$ cat src/matrix_chain_order_cost_macros.svh
// ----------------------------------------------------------------------------
// matrix chain order cost: assertion macros
// Checks are compiled unless SYNTH is defined, then they expand to nothing.
// ----------------------------------------------------------------------------
`ifndef MATRIX_CHAIN_ORDER_COST_MACROS_SVH
`define MATRIX_CHAIN_ORDER_COST_MACROS_SVH
`ifndef SYNTH
// same-cycle implication
`define MCOC_ASSERT_IMP(lbl, clk, rst_n, ante, cons, msg) \
    lbl: assert property (@(posedge clk) disable iff (!rst_n) (ante) |-> (cons)) \
        else $error(msg);
// next-cycle implication
`define MCOC_ASSERT_NXT(lbl, clk, rst_n, ante, cons, msg) \
    lbl: assert property (@(posedge clk) disable iff (!rst_n) (ante) |=> (cons)) \
        else $error(msg);
`else
`define MCOC_ASSERT_IMP(lbl, clk, rst_n, ante, cons, msg)
`define MCOC_ASSERT_NXT(lbl, clk, rst_n, ante, cons, msg)
`endif
`endif

$ cat src/mcoc_pkg.sv
// ----------------------------------------------------------------------------
// mcoc_pkg
// Shared constants, types and the saturating adder of the chain order block.
// ----------------------------------------------------------------------------
package mcoc_pkg;

    // defaults and fixed field widths
    localparam int MCOC_MAX_MATRICES = 16;
    localparam int MCOC_DIM_WIDTH    = 16;
    localparam int DIM_IN_W          = 16;
    localparam int COST_W            = 63;
    localparam int SPLIT_W           = 4;
    localparam int STATUS_W          = 2;

    localparam logic [COST_W-1:0] COST_MAX = {COST_W{1'b1}};

    // result status codes
    typedef enum logic [STATUS_W-1:0] {
        ST_OK   = 2'd0,
        ST_FEW  = 2'd1,
        ST_MANY = 2'd2
    } t_status;

    // sequencer states
    typedef enum logic [3:0] {
        S_IDLE,
        S_START,
        S_CELL_A,
        S_CELL_B,
        S_CELL_C,
        S_K_RD,
        S_K_M0,
        S_K_M1,
        S_K_ADD0,
        S_K_ADD1,
        S_K_ADD2,
        S_K_CMP,
        S_CELL_WR,
        S_DONE
    } t_state;

    // multiplier operand select
    typedef enum logic [1:0] {
        MUL_NONE,
        MUL_DIM,
        MUL_LO,
        MUL_HI
    } t_mul_sel;

    // adder operand select
    typedef enum logic [1:0] {
        ADD_NONE,
        ADD_ACC,
        ADD_COST,
        ADD_PROD
    } t_add_sel;

    // sequencer to datapath controls
    typedef struct packed {
        logic     dim_we;
        logic     dim_re;
        logic     pi_load;
        logic     cost_re;
        logic     cost_we;
        t_mul_sel mul_sel;
        t_add_sel add_sel;
        logic     zero_left;
        logic     zero_right;
        logic     cmp_en;
        logic     first_k;
        logic     res_clear;
        logic     out_load;
        t_status  status;
    } t_ctrl;

    // saturating sum with overflow flag
    typedef struct packed {
        logic              ovf;
        logic [COST_W-1:0] val;
    } t_sum;

    function automatic t_sum sat_add(input logic [COST_W-1:0] a,
                                     input logic [COST_W-1:0] b);
        logic [COST_W:0] s;
        t_sum            r;
        s = {1'b0, a} + {1'b0, b};
        if (s >= {1'b0, COST_MAX}) begin
            r.ovf = 1'b1;
            r.val = COST_MAX;
        end else begin
            r.ovf = 1'b0;
            r.val = s[COST_W-1:0];
        end
        return r;
    endfunction

endpackage

$ cat src/mcoc_in_if.sv
// ----------------------------------------------------------------------------
// mcoc_in_if
// Dimension channel: one dimension word per handshake, last one flagged.
// ----------------------------------------------------------------------------
interface mcoc_in_if;
    import mcoc_pkg::*;

    logic                valid;
    logic                ready;
    logic [DIM_IN_W-1:0] dimension;
    logic                last_dimension;

    modport source (output valid, output dimension, output last_dimension, input ready);
    modport sink   (input valid, input dimension, input last_dimension, output ready);
endinterface

$ cat src/mcoc_seq.sv
// ----------------------------------------------------------------------------
// mcoc_seq
// Loads the dimension list and steps the interval program: sub-chain length,
// start index and split index, one datapath operation per state.
// ----------------------------------------------------------------------------
`include "matrix_chain_order_cost_macros.svh"

module mcoc_seq #(
    parameter int MAX_MATRICES = mcoc_pkg::MCOC_MAX_MATRICES
) (
    input  logic                                       i_clk,
    input  logic                                       i_rst_n,
    mcoc_in_if.sink                                    i_in,
    input  logic                                       i_out_free,
    output mcoc_pkg::t_ctrl                            o_ctrl,
    output logic [$clog2(MAX_MATRICES+1)-1:0]          o_dim_waddr,
    output logic [$clog2(MAX_MATRICES+1)-1:0]          o_dim_raddr,
    output logic [$clog2(MAX_MATRICES*MAX_MATRICES)-1:0] o_cost_raddr0,
    output logic [$clog2(MAX_MATRICES*MAX_MATRICES)-1:0] o_cost_raddr1,
    output logic [$clog2(MAX_MATRICES*MAX_MATRICES)-1:0] o_cost_waddr,
    output logic [$clog2(MAX_MATRICES)-1:0]            o_k_idx
);
    import mcoc_pkg::*;

    localparam int DIM_DEPTH = MAX_MATRICES + 1;
    localparam int DAW       = $clog2(DIM_DEPTH);
    localparam int CW        = $clog2(DIM_DEPTH + 1);
    localparam int LW        = $clog2(MAX_MATRICES + 1);
    localparam int IW        = $clog2(MAX_MATRICES);
    localparam int CAW       = $clog2(MAX_MATRICES * MAX_MATRICES);

    t_state          r_state, n_state;
    logic [CW-1:0]   r_count, n_count;
    logic            r_many, n_many;
    logic [LW-1:0]   r_n, n_n;
    logic [LW-1:0]   r_len, n_len;
    logic [IW-1:0]   r_i, n_i;
    logic [IW-1:0]   r_k, n_k;
    t_status         r_status, n_status;
    t_ctrl           ctrl;

    logic [LW-1:0]   j_l;
    logic [IW-1:0]   j;
    logic [LW-1:0]   k_next;
    logic            last_i;
    logic            k_last;

    // interval indices
    assign j_l    = LW'(r_i) + r_len - LW'(1);
    assign j      = IW'(j_l);
    assign k_next = LW'(r_k) + LW'(1);
    assign last_i = (LW'(r_i) + r_len) == r_n;
    assign k_last = k_next == j_l;

    // table addresses, row major
    assign o_cost_raddr0 = CAW'(r_i) * CAW'(MAX_MATRICES) + CAW'(r_k);
    assign o_cost_raddr1 = CAW'(IW'(k_next)) * CAW'(MAX_MATRICES) + CAW'(j);
    assign o_cost_waddr  = CAW'(r_i) * CAW'(MAX_MATRICES) + CAW'(j);
    assign o_dim_waddr   = DAW'(r_count);
    assign o_k_idx       = r_k;
    assign o_ctrl        = ctrl;

    // ready only while loading
    assign i_in.ready = (r_state == S_IDLE);

    // state and counter registers
    always_ff @(posedge i_clk) begin
        if (!i_rst_n) begin
            r_state  <= S_IDLE;
            r_count  <= '0;
            r_many   <= 1'b0;
            r_n      <= '0;
            r_len    <= '0;
            r_i      <= '0;
            r_k      <= '0;
            r_status <= ST_OK;
        end else begin
            r_state  <= n_state;
            r_count  <= n_count;
            r_many   <= n_many;
            r_n      <= n_n;
            r_len    <= n_len;
            r_i      <= n_i;
            r_k      <= n_k;
            r_status <= n_status;
        end
    end

    // next state and controls
    always_comb begin
        n_state     = r_state;
        n_count     = r_count;
        n_many      = r_many;
        n_n         = r_n;
        n_len       = r_len;
        n_i         = r_i;
        n_k         = r_k;
        n_status    = r_status;
        ctrl        = '0;
        ctrl.status = r_status;
        o_dim_raddr = DAW'(r_i);
        unique case (r_state)
            S_IDLE: begin
                if (i_in.valid) begin
                    if (r_count < CW'(DIM_DEPTH)) begin
                        ctrl.dim_we = 1'b1;
                        n_count     = r_count + CW'(1);
                    end else begin
                        n_many = 1'b1;
                    end
                    if (i_in.last_dimension) begin
                        n_state = S_START;
                    end
                end
            end
            S_START: begin
                ctrl.res_clear = 1'b1;
                n_n            = LW'(r_count - CW'(1));
                if (r_count < CW'(2)) begin
                    n_status = ST_FEW;
                    n_state  = S_DONE;
                end else begin
                    n_status = r_many ? ST_MANY : ST_OK;
                    n_len    = LW'(2);
                    n_i      = '0;
                    n_state  = (r_count == CW'(2)) ? S_DONE : S_CELL_A;
                end
            end
            S_CELL_A: begin
                ctrl.dim_re = 1'b1;
                o_dim_raddr = DAW'(r_i);
                n_state     = S_CELL_B;
            end
            S_CELL_B: begin
                ctrl.pi_load = 1'b1;
                ctrl.dim_re  = 1'b1;
                o_dim_raddr  = DAW'(j_l + LW'(1));
                n_state      = S_CELL_C;
            end
            S_CELL_C: begin
                ctrl.mul_sel = MUL_DIM;
                n_k          = r_i;
                n_state      = S_K_RD;
            end
            S_K_RD: begin
                ctrl.dim_re  = 1'b1;
                ctrl.cost_re = 1'b1;
                o_dim_raddr  = DAW'(k_next);
                n_state      = S_K_M0;
            end
            S_K_M0: begin
                ctrl.mul_sel = MUL_LO;
                n_state      = S_K_M1;
            end
            S_K_M1: begin
                ctrl.mul_sel = MUL_HI;
                n_state      = S_K_ADD0;
            end
            S_K_ADD0: begin
                ctrl.add_sel = ADD_ACC;
                n_state      = S_K_ADD1;
            end
            S_K_ADD1: begin
                // diagonal entries read as zero
                ctrl.add_sel    = ADD_COST;
                ctrl.zero_left  = (r_k == r_i);
                ctrl.zero_right = k_last;
                n_state         = S_K_ADD2;
            end
            S_K_ADD2: begin
                ctrl.add_sel = ADD_PROD;
                n_state      = S_K_CMP;
            end
            S_K_CMP: begin
                ctrl.cmp_en  = 1'b1;
                ctrl.first_k = (r_k == r_i);
                if (k_last) begin
                    n_state = S_CELL_WR;
                end else begin
                    n_k     = IW'(k_next);
                    n_state = S_K_RD;
                end
            end
            S_CELL_WR: begin
                ctrl.cost_we = 1'b1;
                if (last_i) begin
                    if (r_len == r_n) begin
                        n_state = S_DONE;
                    end else begin
                        n_len   = r_len + LW'(1);
                        n_i     = '0;
                        n_state = S_CELL_A;
                    end
                end else begin
                    n_i     = r_i + IW'(1);
                    n_state = S_CELL_A;
                end
            end
            S_DONE: begin
                if (i_out_free) begin
                    ctrl.out_load = 1'b1;
                    n_count       = '0;
                    n_many        = 1'b0;
                    n_state       = S_IDLE;
                end
            end
            default: begin
                n_state = S_IDLE;
            end
        endcase
    end

    // checks
    `MCOC_ASSERT_IMP(a_dim_in_range, i_clk, i_rst_n, ctrl.dim_we, r_count < CW'(DIM_DEPTH), "dimension write beyond store")
    `MCOC_ASSERT_IMP(a_split_in_cell, i_clk, i_rst_n, r_state == S_K_CMP, LW'(r_k) < j_l, "split index outside sub-chain")
    `MCOC_ASSERT_NXT(a_count_cleared, i_clk, i_rst_n, ctrl.out_load, (r_count == '0) && !r_many, "chain state not cleared after result")
    `MCOC_ASSERT_IMP(a_wait_for_output, i_clk, i_rst_n, (r_state == S_DONE) && !i_out_free, n_state == S_DONE, "result issued while output busy")

endmodule

$ cat src/flat_wrapper.sv
// flat-port wrapper written by rule: the top's interface ports become plain ports
module mcoc_seq_flat import mcoc_pkg::*;
#(
    parameter int MAX_MATRICES = mcoc_pkg::MCOC_MAX_MATRICES
)
  (i_clk, i_rst_n, i_out_free, o_ctrl, o_dim_waddr, o_dim_raddr, o_cost_raddr0, o_cost_raddr1, o_cost_waddr, o_k_idx, i_in_valid, i_in_dimension, i_in_last_dimension, i_in_ready);
  mcoc_in_if i_in_i ();
  input  logic i_clk;
  input  logic i_rst_n;
  input  logic i_out_free;
  output mcoc_pkg::t_ctrl o_ctrl;
  output logic [$clog2(MAX_MATRICES+1)-1:0] o_dim_waddr;
  output logic [$clog2(MAX_MATRICES+1)-1:0] o_dim_raddr;
  output logic [$clog2(MAX_MATRICES*MAX_MATRICES)-1:0] o_cost_raddr0;
  output logic [$clog2(MAX_MATRICES*MAX_MATRICES)-1:0] o_cost_raddr1;
  output logic [$clog2(MAX_MATRICES*MAX_MATRICES)-1:0] o_cost_waddr;
  output logic [$clog2(MAX_MATRICES)-1:0] o_k_idx;
  input wire logic [$bits(i_in_i.valid)-1:0] i_in_valid;
  input wire logic [$bits(i_in_i.dimension)-1:0] i_in_dimension;
  input wire logic [$bits(i_in_i.last_dimension)-1:0] i_in_last_dimension;
  output wire logic [$bits(i_in_i.ready)-1:0] i_in_ready;
  assign i_in_i.valid = i_in_valid;
  assign i_in_i.dimension = i_in_dimension;
  assign i_in_i.last_dimension = i_in_last_dimension;
  assign i_in_ready = i_in_i.ready;
  mcoc_seq #(.MAX_MATRICES(MAX_MATRICES)) u_core (.i_clk(i_clk), .i_rst_n(i_rst_n), .i_in(i_in_i), .i_out_free(i_out_free), .o_ctrl(o_ctrl), .o_dim_waddr(o_dim_waddr), .o_dim_raddr(o_dim_raddr), .o_cost_raddr0(o_cost_raddr0), .o_cost_raddr1(o_cost_raddr1), .o_cost_waddr(o_cost_waddr), .o_k_idx(o_k_idx));
endmodule
$ cat config.mk
export PLATFORM = sky130hd
export DESIGN_NAME = mcoc_seq_flat
export DESIGN_NICKNAME = d
export VERILOG_FILES = /design/src/mcoc_pkg.sv /design/src/mcoc_in_if.sv /design/src/mcoc_seq.sv /design/src/flat_wrapper.sv
export VERILOG_INCLUDE_DIRS = /design/src /design/src/src
export SDC_FILE = /design/constraint.sdc
export NUM_CORES = 1
export LEC_CHECK = 0
export ABC_AREA = 0
export BUFFER_PORTS_ARGS = -buffer_cell sky130_fd_sc_hd__buf_2
export CAP_MARGIN = 20
export CORE_MARGIN = 2
export CORE_UTILIZATION = 47
export CTS_CLUSTER_DIAMETER = 100
export DETAILED_ROUTE_END_ITERATION = 7
export PLACE_DENSITY = 0.87
export SLEW_MARGIN = 40
export SYNTH_ARGS = -nofsm -noshare
export SYNTH_HDL_FRONTEND = slang
export SYNTH_SLANG_ARGS = --single-unit
export TNS_END_PERCENT = 5
$ cat constraint.sdc
create_clock -name i_clk -period 2.69 [get_ports i_clk]
set_input_delay 0.538 -clock i_clk [delete_from_list [all_inputs] [get_ports i_clk]]
set_output_delay 0.538 -clock i_clk [all_outputs]
set_load 0.05 [all_outputs]
# --- Word-level counts from Yosys, hierarchy flattened ---
# Cells that the tools add are included.
word_totals:
  ff_bits: 30
  wordCells: 104
classes:
  n_addsub: 11
  n_eq_ne: 28
  n_reduce_logical: 11
  order_cmp: 2
  mux: 44
op_table:
  columns: ["op", "count"]
  rows:
  - ["$pmux 4 s14", 1]
  - ["$mux 4", 12]
  - ["$mux 5", 6]
  - ["$pmux 5 s2", 3]
  - ["$add 8x4->8", 3]
  - ["$eq 4x4->1 const B", 6]
  - ["$eq 4x3->1 const B", 4]
  - ["$pmux 4 s2", 2]
  - ["$add 5x1->5 const B", 3]
  - ["$eq 5x5->1", 3]
  - ["$ne 2x2->1 const B", 7]
  - ["$mux 1", 13]
  - ["$pmux 2 s3", 2]
  - ["$reduce_and 4->1", 3]
  - ["$sub 5x1->5 const B", 2]
  - ["$eq 4x2->1 const B", 2]
  - ["$mux 2", 4]
  - ["$reduce_and 3->1", 2]
  - ["$reduce_bool 2->1", 3]
  - ["$add 4x1->5 const B", 1]
  - ["$add 4x5->5", 1]
  - ["$eq 5x2->1 const B", 1]
  - ["$lt 5x2->1 const B", 1]
  - ["$lt 5x5->1 const B", 1]
  - ["9 further kinds", 10]

# --- Logic depth before layout (Yosys ltp) ---
# Gate-level depths: netlist of the first run.
depth:
  depth_word: 5
  ltp_mapped: 9
  depth_no_buf: 9

# --- Least setup slack after synthesis of the first run ---
# OpenSTA, ideal clock, no wires.
synth_timing:
  path_type: "reg2out"
  start: "reg u_core.r_i[0]"
  end: "out o_ctrl[6] (netlist bit)"
  slack_ns: -1.584
  arrival_ns: 3.736
  path_stages_with_launch: 8
  required_ns: 2.152
  path_cell_list: "dfxtp_1 ha_1 inv_1 and3_1 xnor3_2 xnor2_2 nand3_2 nor3_1"
synth_lines:
  columns: ["item", "line_no", "rtl"]
  rows:
  - ["start: declaration", "mcoc_seq.sv:37", "logic [IW-1:0] r_i, n_i;"]
  - ["start signal: assignment", "mcoc_seq.sv:83", "r_i <= n_i;"]
  - ["end: declaration", "flat_wrapper.sv:11", "output mcoc_pkg::t_ctrl o_ctrl;"]

==> results.txt, run 1 <==
----------------------------------------------------
[Outcome]
  Status ... finished, violations left
  Failing checks ... negative setup slack

[Timing]
  Setup repair after global routing missed its margin ... true
  Final count of negative-setup-slack endpoints ... 7
  Fraction of the cycle the final worst path needs ... 119%
  Worst setup margin ... -0.505 ns
  Slew at the pin closest to its max-slew limit ... between 0.5 and 0.6 ns
  Max-slew violation count ... 0
  Achievable frequency ... around 310 MHz
  Worst-case clock skew ... 0.00571 ns
  Number of failing hold endpoints at the final stage ... 0
  Headroom to the max-slew limit ... 62.2%
  Worst hold slack across all endpoints ... roughly 0.45 ns
  Shortest period the worst path allows ... 3.20 ns

[Logic synthesis]
  Share of the synthesized area in compound gates (AO/OA/AOI/OAI) ... approximately 22%
  Proportion of synthesized chip area in sequential cells ... roughly a quarter
  Mean area per synthesized cell ... between 8 and 9 µm²
  Synthesized-area fraction occupied by and/or/nand/nor cells ... between 20% and 30%
  Main combinational cell family by area after synthesis ... simple AND/OR/NAND/NOR gates
  Share of Yosys cell area claimed by the top area cell type ... about a quarter
  Share of synthesized area spent on multiplexers ... under 10%
  Post-synthesis async set-or-reset flop share ... 0%
  Syn Nets ... 340
  Count of different cell masters after synthesis ... slightly above 60
  Share of synthesized cell area in full adder, half adder and majority cells ... between 6 and 7%
  Gate count after technology mapping ... roughly 300
  Area leader, netlist ... sky130_fd_sc_hd__dfxtp_1
  Xor and xnor fraction of the mapped netlist area ... 15.8%
  Post-synthesis instance area ... roughly 2500 µm²
  Count of state elements after synthesis ... 30
  Leading post-synthesis cells by cell area ... sky130_fd_sc_hd__dfxtp_1 24%, sky130_fd_sc_hd__xor2_1 6.0%, sky130_fd_sc_hd__xnor2_1 5.6%
  Post-synth top flop ... sky130_fd_sc_hd__dfxtp_1
  Count of synthesis-stage warnings from yosys ... 0
  Number of enable flip-flop cells after synthesis ... 0

[Clock network]
  Buffer depth of the longest clock path ... 2
  Clk slew on worst S/H paths ... 0.07 ns
  Clock buffer count from CTS ... 5
  Clock tree from TritonCTS ... yes
  Number of clock sinks ... 30
  Number of levels the H-tree was split into ... 2
  Clk Latency, worst-skew pair ... 0.29 ns
  Root buf cell ... sky130_fd_sc_hd__clkbuf_8

[Critical path]
  Depth of the worst register-to-register path ... 10
  Worst reg2reg setup slack ... around 0.030 ns
  Endpoint required time on the critical path ... approximately 2.2 ns
  Endpoint type of the worst setup path ... primary output
  Worst flop-to-flop path startpoint ... u_core.r_i[0]
  Type of element launching the critical path ... register
  Launching element of the worst setup path ... u_core.r_i[0]
  Worst Path Buf+Inv ... 1
  Slowest stage cell, crit path ... sky130_fd_sc_hd__fa_2
  Critical path start-end classification ... reg -> out
  End of the worst register-to-register path ... u_core.o_k_idx[2]
  Delay of the slowest cell on the worst path ... 0.42 ns
  Highest net fanout along the worst path ... 3
  Cell type group with the largest total delay on the critical path ... XOR/XNOR gates
  Data arrival time at the worst-slack endpoint ... 2.66 ns
  Series of cell instances along the critical path ... ha_4 -> fa_2 -> a21o_1 -> a21oi_2 -> xnor3_1 -> xor2_2 -> nand3_4 -> nor3_4 -> buf_6

[Finish]
  # diodes ... 0
  Nets@finish ... approximately 430
  Commonest cells after routing, fill and taps aside ... 52 x sky130_fd_sc_hd__buf_2, 44 x sky130_fd_sc_hd__buf_4, 33 x sky130_fd_sc_hd__nor2_1
  Filler cell count in the final layout ... 400
  Share of final-layout standard cells stronger than drive strength 1 ... a little under two fifths
  Commonest non-fill, non-tap cell in the layout ... sky130_fd_sc_hd__buf_2
  Final core utilization ... 65.6%
  Layout area overhead ... 34.9%

[Die]
  FP Rows ... 26
  Boundary pin count ... 77
  Floorplan die area ... about 5900 µm²
  Effective utilization at floorplan ... 48.6%
  Core region area ... around 5100 µm²
  Die Width ... roughly 77 µm
  Vertical die dimension ... around 77 µm

[Min path]
  Hold path startpoint ... u_core.r_status[1]
  Hold Path Sink ... u_core.r_status[1]
  Hold-critical path depth ... 2
  Type of the tightest min-delay check ... reg -> reg

[Detailed routing]
  Vias per std cell ... roughly 6
  Number of remaining DRC errors ... 0
  Wire length reported by the detailed router ... approximately 8000 µm
  1st-iter DRT viols ... between 200 and 250
  Vias after detailed routing ... around 2700
  DR pass1 iterations ... 5
  Routed length per placed instance ... approximately 18 µm
  Post-route ant nets ... 0

[Power]
  Switching fraction of total power ... between 50% and 60%
  Relative contribution of sequential cells to total power ... 20.8%
  Clock network power share ... 12.7%
  Lkg Pwr ... between 1.5 and 2 nW
  Combinational power share ... around two thirds
  Worst IR Drop VDD ... approximately 0.0008 V
  Pwr Density ... 920 nW/µm²
  Sw power ... 1.69 mW
  Int Power ... 1.39 mW

[Placed design]
  HPWL Detailed ... about 5300 µm
  Buffers on Ports ... 60
  Weighted congestion reported at the end of routability-driven placement ... ~0.89

[Global route]
  Global-route track usage on met3 ... roughly 4.7%
  Maximum number of pins on one net before global-route repair ... 17
  First-pass GRT wire length ... between 10000 and 15000 µm
  Number of antenna violations at the first check in global routing ... 0
  Total routing usage reported by global routing ... 26.2%
  Final global-route overflow total ... 0
  Number of global-route vias before repair ... about 2600
  Met2 Use GR ... 46.1%
  Met1 capacity usage during global routing ... between 30% and 40%
  GR peak layer ... met2

[Run]
  Max capacitance violation total ... 0

----------------------------------------------------
-- tightest hold or removal path, cell delays in order (launching register included) --
cell and delay [ns]:
sky130_fd_sc_hd__dfxtp_1 0.31, sky130_fd_sc_hd__nand2_1 0.05, sky130_fd_sc_hd__a21oi_1 0.05
-- routing by layer --
layer | up-vias | part of all wire, %
li1 | 1253 | -
met1 | 1282 | 38
met2 | 167 | 51
met3 | 29 | 7.5
met4 | 0 | 3.5
met5 | - | 0
-- layout make-up --
type | instances | area, µm² | area share, %
multi-input cells | 236 | 1840 | 54.9
repair buffers | 102 | 651 | 19.4
flip-flops and latches | 30 | 609 | 18.2
well taps | 70 | 87.6 | 2.61
clock buffers | 6 | 82.6 | 2.46
inverters | 18 | 67.6 | 2.02
clock inverters | 2 | 12.5 | 0.373
-- flip-flops by register name (all words and copies together) (netlist names) --
signal,count
u_core.r_i,4
u_core.o_dim_waddr,5
u_core.o_k_idx,4
u_core.r_status,2
u_core.r_many,1
u_core.r_n,5
u_core.r_state,4
u_core.r_len,5
-- Yosys cell counts (all sizes together), types with 2 or more instances --
library cell  count
nand4             3
nand2b            5
o31a              2
nor2             33
nor3              8
o41a              2
nand2            27
and2              3
nor2b             2
o21a              4
nand3            10
xnor2            18
or2               2
dfxtp            30
a21o              2
buf              13
mux2i             3
o211ai            3
ha               11
o221ai            3
inv              18
nor4              3
a31oi             6
xnor3             2
xor2             17
a211oi            7
and3              7
clkbuf           10
a41oi             2
a21oi            21
or3               5
o21ai             7
-- power groups by stage --
stage	combinational [mW]	sequential, mW	clock (mW)
2_1_floorplan	1.43	0.685	0
3_3_place_gp	1.83	0.640	0
3_5_place_dp	1.86	0.645	0
4_1_cts	1.93	0.635	0.394
5_1_grt	2.18	0.651	0.412
6_report	2.05	0.641	0.393
-- metrics by stage --
stage | instance area, µm² | setup WS [ns] | cells | TNS [ns] | total power, mW
final | 3350 | -0.505 | 464 | -1.86 | 3.08
after global routing | 3350 | -0.639 | 464 | -2.66 | 3.24
after CTS | 3290 | -0.466 | 464 | -1.52 | 2.95
after detailed placement | 3100 | -0.382 | 453 | -0.749 | 2.51
after global placement | 3100 | -0.348 | 453 | -0.637 | 2.47
after floorplan | 2550 | -0.646 | 307 | -2.03 | 2.11
-- repair_timing --
| action | in CTS | in global routing |
|---|---|---|
| pin swaps | 4 | 5 |
| gates resized for setup | 16 | 13 |
| hold buffers | 0 | 0 |
| endpoints found under the setup margin | 12 | 20 |
| setup buffers | 3 | 0 |
-- logic make-up (layout without fill, tap and decap cells) --
| group | Yosys count | in the layout |
|---|---|---|
| buffers and inverters | 41 | 128 |
| DFF | 30 | 30 |
| xor gates and xnor gates | 38 | 38 |
| and+or+nand+nor | 112 | 112 |
| muxes | 3 | 3 |
| AOI/OAI and AO/OA | 71 | 71 |
| adders and majority gates | 12 | 12 |
-- worst max-delay path by stage --
| stage | cells after the start | slack, ns | end |
|---|---|---|---|
| after floorplan | 8 | -0.65 | o_ctrl[6] |
| after global placement | 10 | -0.35 | o_ctrl[6] |
| after detailed placement | 10 | -0.38 | o_ctrl[6] |
| after CTS | 9 | -0.47 | o_dim_raddr[3] |
| after global routing | 9 | -0.64 | o_dim_raddr[3] |
| final | 9 | -0.51 | o_ctrl[6] |
Note: power is estimated with default switching activity, not from simulation.
==> run 2, diff against run 1 <==
GPL_TIMING_DRIVEN = 0   (was unset)
PLACE_DENSITY = unset   (was 0.87)
PLACE_DENSITY_LB_ADDON = 0.15   (was unset)
==> results.txt, run 2 (synthesized netlist as in run 1, its figures left out) <==
----------------------------------------------------
[Outcome]
  Status ... finished, violations left (unchanged)
  Failing checks ... negative setup slack (unchanged)

[Detailed routing]
  DR pass1 iterations ... 4 (was 5)
  Vias per std cell ... 5.51 (was 5.89)
  Wire length reported by the detailed router ... 7530 µm (was 8120 µm)
  Number of remaining DRC errors ... 0 (unchanged)
  Post-route ant nets ... 0 (unchanged)
  Routed length per placed instance ... 16.1 µm (was 17.5 µm)
  Vias after detailed routing ... 2578 (was 2731)
  1st-iter DRT viols ... 108 (was 220)

[Timing]
  Max-slew violation count ... 0 (unchanged)
  Slew at the pin closest to its max-slew limit ... 0.715 ns (was 0.566 ns)
  Achievable frequency ... 315 MHz (was 313 MHz)
  Worst hold slack across all endpoints ... 0.468 ns (was 0.452 ns)
  Headroom to the max-slew limit ... 52.0% (was 62.2%)
  Fraction of the cycle the final worst path needs ... 118% (was 119%)
  Worst setup margin ... -0.486 ns (was -0.505 ns)
  Shortest period the worst path allows ... 3.18 ns (was 3.20 ns)
  Setup repair after global routing missed its margin ... true (unchanged)
  Number of failing hold endpoints at the final stage ... 0 (unchanged)
  Worst-case clock skew ... 0.0108 ns (was 0.00571 ns)
  Final count of negative-setup-slack endpoints ... 12 (was 7)

[Finish]
  Share of final-layout standard cells stronger than drive strength 1 ... 36.7% (was 37.1%)
  Commonest cells after routing, fill and taps aside ... 54 x sky130_fd_sc_hd__buf_2, 33 x sky130_fd_sc_hd__nor2_1, 29 x sky130_fd_sc_hd__buf_4 (was 52 x sky130_fd_sc_hd__buf_2, 44 x sky130_fd_sc_hd__buf_4, 33 x sky130_fd_sc_hd__nor2_1)
  Nets@finish ... 431 (was 426)
  Final core utilization ... 67.2% (was 65.6%)
  Layout area overhead ... 38.1% (was 34.9%)
  # diodes ... 0 (unchanged)
  Commonest non-fill, non-tap cell in the layout ... sky130_fd_sc_hd__buf_2 (unchanged)
  Filler cell count in the final layout ... 422 (was 400)
  Total area of sequential cells ... 612 µm² (was 609 µm²)
  Footprint of the multi-input gates ... 1900 µm² (was 1840 µm²)
  Final instance area ... 3430 µm² (was 3350 µm²)

[Placed design]
  Placed cell areas ... 2940 µm² (was 3100 µm²)
  Worst slack, placed ... -0.812 ns (was -0.382 ns)
  Weighted congestion reported at the end of routability-driven placement ... 0.851 (was 0.885)
  Buffers on Ports ... 60 (unchanged)
  HPWL Detailed ... 4920 µm (was 5290 µm)

[Die]
  Die Width ... 76.7 µm (unchanged)
  FP Rows ... 26 (unchanged)
  Vertical die dimension ... 76.7 µm (unchanged)
  Core region area ... 5110 µm² (unchanged)
  Effective utilization at floorplan ... 48.6% (unchanged)
  Floorplan die area ... 5880 µm² (unchanged)
  Boundary pin count ... 77 (unchanged)

[Global route]
  Final global-route overflow total ... 0 (unchanged)
  Number of antenna violations at the first check in global routing ... 0 (unchanged)
  Number of global-route vias before repair ... 2322 (was 2591)
  Total routing usage reported by global routing ... 23.7% (was 26.2%)
  Maximum number of pins on one net before global-route repair ... 11 (was 17)
  First-pass GRT wire length ... 11400 µm (was 12300 µm)

[Critical path]
  Series of cell instances along the critical path ... ha_4 -> fa_2 -> xnor2_4 -> and3_1 -> xnor3_4 -> xnor2_4 -> nand3_4 -> nor3_4 -> buf_6 (was ha_4 -> fa_2 -> a21o_1 -> a21oi_2 -> xnor3_1 -> xor2_2 -> nand3_4 -> nor3_4 -> buf_6)
  Slowest stage cell, crit path ... sky130_fd_sc_hd__fa_2 (unchanged)
  Data arrival time at the worst-slack endpoint ... 2.64 ns (was 2.66 ns)
  Critical path start-end classification ... reg -> out (unchanged)
  Endpoint type of the worst setup path ... primary output (unchanged)
  Endpoint required time on the critical path ... 2.15 ns (about the same)
  Cell seen most often among critical-path stages ... sky130_fd_sc_hd__xnor2_4
  Worst Path Buf+Inv ... 1 (unchanged)
  Delay of the slowest cell on the worst path ... 0.43 ns (was 0.42 ns)
  Type of element launching the critical path ... register (unchanged)
  Cell type group with the largest total delay on the critical path ... XOR/XNOR gates (unchanged)
  Highest net fanout along the worst path ... 4 (was 3)

[Clock network]
  Hold Buf Count CTS ... 0 (unchanged)
  Clk Latency, worst-skew pair ... 0.28 ns (was 0.29 ns)
  Root buf cell ... sky130_fd_sc_hd__clkbuf_8 (unchanged)
  Clk slew on worst S/H paths ... 0.07 ns (about the same)
  Number of clock sinks ... 30 (unchanged)
  Clock tree from TritonCTS ... yes (unchanged)
  Buffer depth of the longest clock path ... 2 (unchanged)
  Clock buffer count from CTS ... 5 (unchanged)
  Number of levels the H-tree was split into ... 2 (unchanged)

[Min path]
  Type of the tightest min-delay check ... reg -> reg (unchanged)

[Power]
  Relative contribution of sequential cells to total power ... 19.7% (was 20.8%)
  Combinational power share ... 68.9% (was 66.4%)
  Switching fraction of total power ... 54.2% (was 54.9%)
  Lkg Pwr ... 1.63 nW (about the same)
  Int Power ... 1.43 mW (was 1.39 mW)
  Power, Total ... 3.12 mW (was 3.08 mW)
  Sw power ... 1.69 mW (about the same)
  Worst IR Drop VDD ... 0.000706 V (was 0.000789 V)
  Clock network power share ... 11.4% (was 12.7%)
  Pwr Density ... 910 nW/µm² (was 920 nW/µm²)

[Run]
  Max capacitance violation total ... 0 (unchanged)

----------------------------------------------------
run 2: changes by cell type in the layout (fill, tap and decap cells not counted), sizes merged:
cell	delta
clkbuf	+9
buf	-3
clkinvlp	-1
clkinv	-1
run 2: power by group through the flow:
stage	clock network [mW]	registers, mW	logic (mW)
finish	0.355	0.615	2.15
global route	0.380	0.626	2.28
CTS	0.356	0.613	1.99
detailed placement	0	0.631	1.84
global placement	0	0.627	1.82
floorplan	0	0.685	1.43
run 2: worst paths after layout:
path	from	to	slack, ns	cells after the start
worst min register to register	u_core.r_status[1]	u_core.r_status[1]	0.47	2
worst max-delay path	u_core.r_len[0]	o_ctrl[6]	-0.49	9
worst min-delay path	u_core.r_status[1]	u_core.r_status[1]	0.47	2
worst max register to register	u_core.r_len[0]	u_core.o_k_idx[3]	-0.33	16
run 2: cell type report:
class                           instances  area share, %
Multi-Input combinational cell        236           55.4
Sequential cell                        30           17.8
Timing Repair Buffer                   84           16.0
Buffer                                 23           3.98
Tap cell                               70           2.55
Clock buffer                            7           2.22
Inverter                               18           1.97
run 2: worst reg2reg max path: cells and delay by family (launching register included):
family | cells | cell delay, ns
simple gates | 2 | 0.17
fa+ha+maj | 3 | 0.89
buf+inv | 8 | 0.82
flops | 1 | 0.36
compound gates | 1 | 0.32
xor+xnor | 2 | 0.34
run 2: what timing repair did:
| action | CTS | global route |
|---|---|---|
| endpoints found under the hold margin | 0 | 0 |
| buffers inserted | 22 | 3 |
| setup endpoints to repair | 20 | 24 |
| resized for setup | 30 | 24 |
| pin swaps | 11 | 11 |
run 2: through the flow:
step | TNS, ns | cells
after detailed placement | -2.32 | 437
after CTS | -3.45 | 466
after floorplan | -2.03 | 307
after global placement | -2.11 | 437
final | -3.27 | 468
after global routing | -4.79 | 468
run 2: per-layer routing:
metal | GRT usage [%] | part of all wire, % | up-vias
met5 | 0 | 0 | -
met4 | 6.00 | 1.5 | 0
met3 | 3.65 | 5.1 | 11
met2 | 39.8 | 48 | 89
met1 | 31.9 | 46 | 1220
li1 | - | - | 1258
==> run 3, diff against run 2 <==
==> constraint.sdc (replaced) <==
create_clock -name i_clk -period 2.69 [get_ports i_clk]
set_input_delay 0.1345 -clock i_clk [delete_from_list [all_inputs] [get_ports i_clk]]
set_output_delay 0.1345 -clock i_clk [all_outputs]
set_load 0.05 [all_outputs]
==> results.txt, run 3 (synthesized netlist as in run 1, its figures left out) <==
----------------------------------------------------
[Global route]
  Number of antenna violations at the first check in global routing ... 0 (unchanged)
  Maximum number of pins on one net before global-route repair ... 11 (unchanged)
  Final global-route overflow total ... 0 (unchanged)
  Number of global-route vias before repair ... 2281 (was 2322)
  Total routing usage reported by global routing ... 23.1% (was 23.7%)
  First-pass GRT wire length ... 11100 µm (was 11400 µm)

[Finish]
  Filler-free cell count of the finished design ... 463 (was 468)
  Layout area overhead ... 31.6% (was 38.1%)
  Commonest non-fill, non-tap cell in the layout ... sky130_fd_sc_hd__buf_2 (unchanged)
  Final instance area ... 3270 µm² (was 3430 µm²)
  Share of final-layout standard cells stronger than drive strength 1 ... 34.1% (was 36.7%)
  Commonest cells after routing, fill and taps aside ... 59 x sky130_fd_sc_hd__buf_2, 33 x sky130_fd_sc_hd__nor2_1, 31 x sky130_fd_sc_hd__buf_4 (was 54 x sky130_fd_sc_hd__buf_2, 33 x sky130_fd_sc_hd__nor2_1, 29 x sky130_fd_sc_hd__buf_4)
  Footprint of the multi-input gates ... 1840 µm² (was 1900 µm²)
  # diodes ... 0 (unchanged)
  Total area of sequential cells ... 613 µm² (was 612 µm²)
  Filler cell count in the final layout ... 457 (was 422)
  Nets@finish ... 426 (was 431)

[Detailed routing]
  DR pass1 iterations ... 4 (unchanged)
  Met2 wire len ... 3320 µm (was 3590 µm)
  Number of remaining DRC errors ... 0 (unchanged)
  Vias after detailed routing ... 2495 (was 2578)
  Vias per std cell ... 5.39 (was 5.51)
  Highest routed metal layer ... met4 (unchanged)
  Detail Route met3 WL ... 300 µm (was 387 µm)
  Post-route ant nets ... 0 (unchanged)
  Wire length reported by the detailed router ... 7020 µm (was 7530 µm)
  Detailed-routing wirelength on met1 ... 3300 µm (was 3440 µm)
  1st-iter DRT viols ... 107 (was 108)
  Routed length per placed instance ... 15.2 µm (was 16.1 µm)

[Critical path]
  Series of cell instances along the critical path ... ha_4 -> fa_2 -> inv_2 -> ha_2 -> xor2_1 -> and3_4 -> nand3_4 -> nor3_4 -> buf_6 (was ha_4 -> fa_2 -> xnor2_4 -> and3_1 -> xnor3_4 -> xnor2_4 -> nand3_4 -> nor3_4 -> buf_6)
  Type of element launching the critical path ... register (unchanged)
  Highest net fanout along the worst path ... 3 (was 4)
  Worst Path Buf+Inv ... 2 (was 1)
  Endpoint required time on the critical path ... 2.56 ns (was 2.15 ns)
  Cell type group with the largest total delay on the critical path ... adder cells (was XOR/XNOR gates)
  Critical path start-end classification ... reg -> out (unchanged)
  Endpoint type of the worst setup path ... primary output (unchanged)
  Delay of the slowest cell on the worst path ... 0.55 ns (was 0.43 ns)
  Slowest stage cell, crit path ... sky130_fd_sc_hd__fa_2 (unchanged)
  Data arrival time at the worst-slack endpoint ... 2.61 ns (was 2.64 ns)
  Number of cells on the critical path ... 9 (unchanged)
  Depth of the worst register-to-register path ... 12 (was 16)

[Timing]
  Fraction of the cycle the final worst path needs ... 102% (was 118%)
  Number of failing hold endpoints at the final stage ... 0 (unchanged)
  Shortest period the worst path allows ... 2.74 ns (was 3.18 ns)
  Max-slew violation count ... 0 (unchanged)
  Setup repair after global routing missed its margin ... true (unchanged)
  Slew at the pin closest to its max-slew limit ... 0.588 ns (was 0.715 ns)
  Worst-case clock skew ... 0.00928 ns (was 0.0108 ns)
  Worst setup margin ... -0.0499 ns (was -0.486 ns)
  Headroom to the max-slew limit ... 60.8% (was 52.0%)
  Worst hold slack across all endpoints ... 0.157 ns (was 0.468 ns)
  Achievable frequency ... 365 MHz (was 315 MHz)
  Final count of negative-setup-slack endpoints ... 1 (was 12)

[Run]
  Max capacitance violation total ... 0 (unchanged)

[Placed design]
  Buffers on Ports ... 60 (unchanged)
  HPWL Detailed ... 4920 µm (unchanged)
  Total placed cells including tap cells ... 437 (unchanged)
  Worst slack, placed ... -0.409 ns (was -0.812 ns)
  Placed cell areas ... 2940 µm² (unchanged)
  Weighted congestion reported at the end of routability-driven placement ... 0.851 (unchanged)

[Clock network]
  Hold Buf Count CTS ... 0 (unchanged)
  Number of levels the H-tree was split into ... 2 (unchanged)
  Clock buffer count from CTS ... 5 (unchanged)
  Clock tree from TritonCTS ... yes (unchanged)
  Buffer depth of the longest clock path ... 2 (unchanged)
  Number of clock sinks ... 30 (unchanged)
  Clk Latency, worst-skew pair ... 0.28 ns (about the same)
  Root buf cell ... sky130_fd_sc_hd__clkbuf_8 (unchanged)
  Clk slew on worst S/H paths ... 0.06 ns (was 0.07 ns)

[Power]
  Pwr Density ... 901 nW/µm² (was 910 nW/µm²)
  Lkg Pwr ... 1.55 nW (was 1.63 nW)
  Worst IR Drop VDD ... 0.000696 V (was 0.000706 V)

[Min path]
  Hold-critical path depth ... 3 (was 2)
  Type of the tightest min-delay check ... in -> reg (was reg -> reg)

[Outcome]
  Status ... finished, violations left (unchanged)
  Failing checks ... negative setup slack (unchanged)

[Die]
  Effective utilization at floorplan ... 48.6% (unchanged)
  Floorplan die area ... 5880 µm² (unchanged)
  Core region area ... 5110 µm² (unchanged)
  Die Width ... 76.7 µm (unchanged)
  FP Rows ... 26 (unchanged)
  Boundary pin count ... 77 (unchanged)
  Vertical die dimension ... 76.7 µm (unchanged)

----------------------------------------------------
run 3: changes by cell type in the layout (fill, tap and decap cells not counted), moves of 3 or more:
cell	delta
sky130_fd_sc_hd__buf_6	-12
sky130_fd_sc_hd__buf_2	+5
sky130_fd_sc_hd__clkbuf_2	-3
sky130_fd_sc_hd__clkbuf_1	+3
run 3: through the flow:
step	TNS (ns)	total power, mW	util (%)
floorplan	-0.627	2.11	-
global placement	-1.03	2.45	57.5
detailed placement	-1.15	2.47	57.5
CTS	-0.0868	2.90	63.1
global route	-0.708	3.11	64.0
finish	-0.0499	2.94	64.0
run 3: what timing repair did:
item                                    CTS  global route
pin swaps                                10             3
gates resized for setup                  18             6
endpoints found under the setup margin   10            14
buffers inserted                         17             2
run 3: final timing paths:
kind	from	end	slack, ns
worst max-delay path	u_core.r_i[0]	o_ctrl[6]	-0.05
worst min-delay path	i_in_valid	u_core.r_many	0.16
worst max register to register	u_core.r_i[0]	u_core.o_k_idx[2]	0.01
worst min register to register	u_core.r_status[1]	u_core.r_status[1]	0.47
run 3: worst reg2reg max path: cells and delay by family (launching register included):
| kind | cells | cell delay [ns] |
|---|---|---|
| DFF | 1 | 0.36 |
| AOI/OAI and AO/OA | 2 | 0.44 |
| xor gates and xnor gates | 2 | 0.34 |
| buffers and inverters | 4 | 0.35 |
| and+or+nand+nor | 1 | 0.13 |
| adders and majority gates | 3 | 0.93 |
run 3: where the power goes:
part	internal [mW]	switching, mW
registers	0.528	0.0857
clock network	0.178	0.171
logic	0.628	1.35
run 3: final cells by class:
type	instances	share of cell area, %
flip-flops and latches	30	18.8
clock buffers	7	2.34
plain buffers	23	4.06
repair buffers	79	13.9
well taps	70	2.68
multi-input cells	236	56.2
inverters	18	2.07
run 3: per-layer routing:
layer,track usage [%],vias to the layer above
met5,0,-
met4,6.55,0
met3,3.65,11
met2,38.6,63
met1,30.8,1173
li1,-,1248
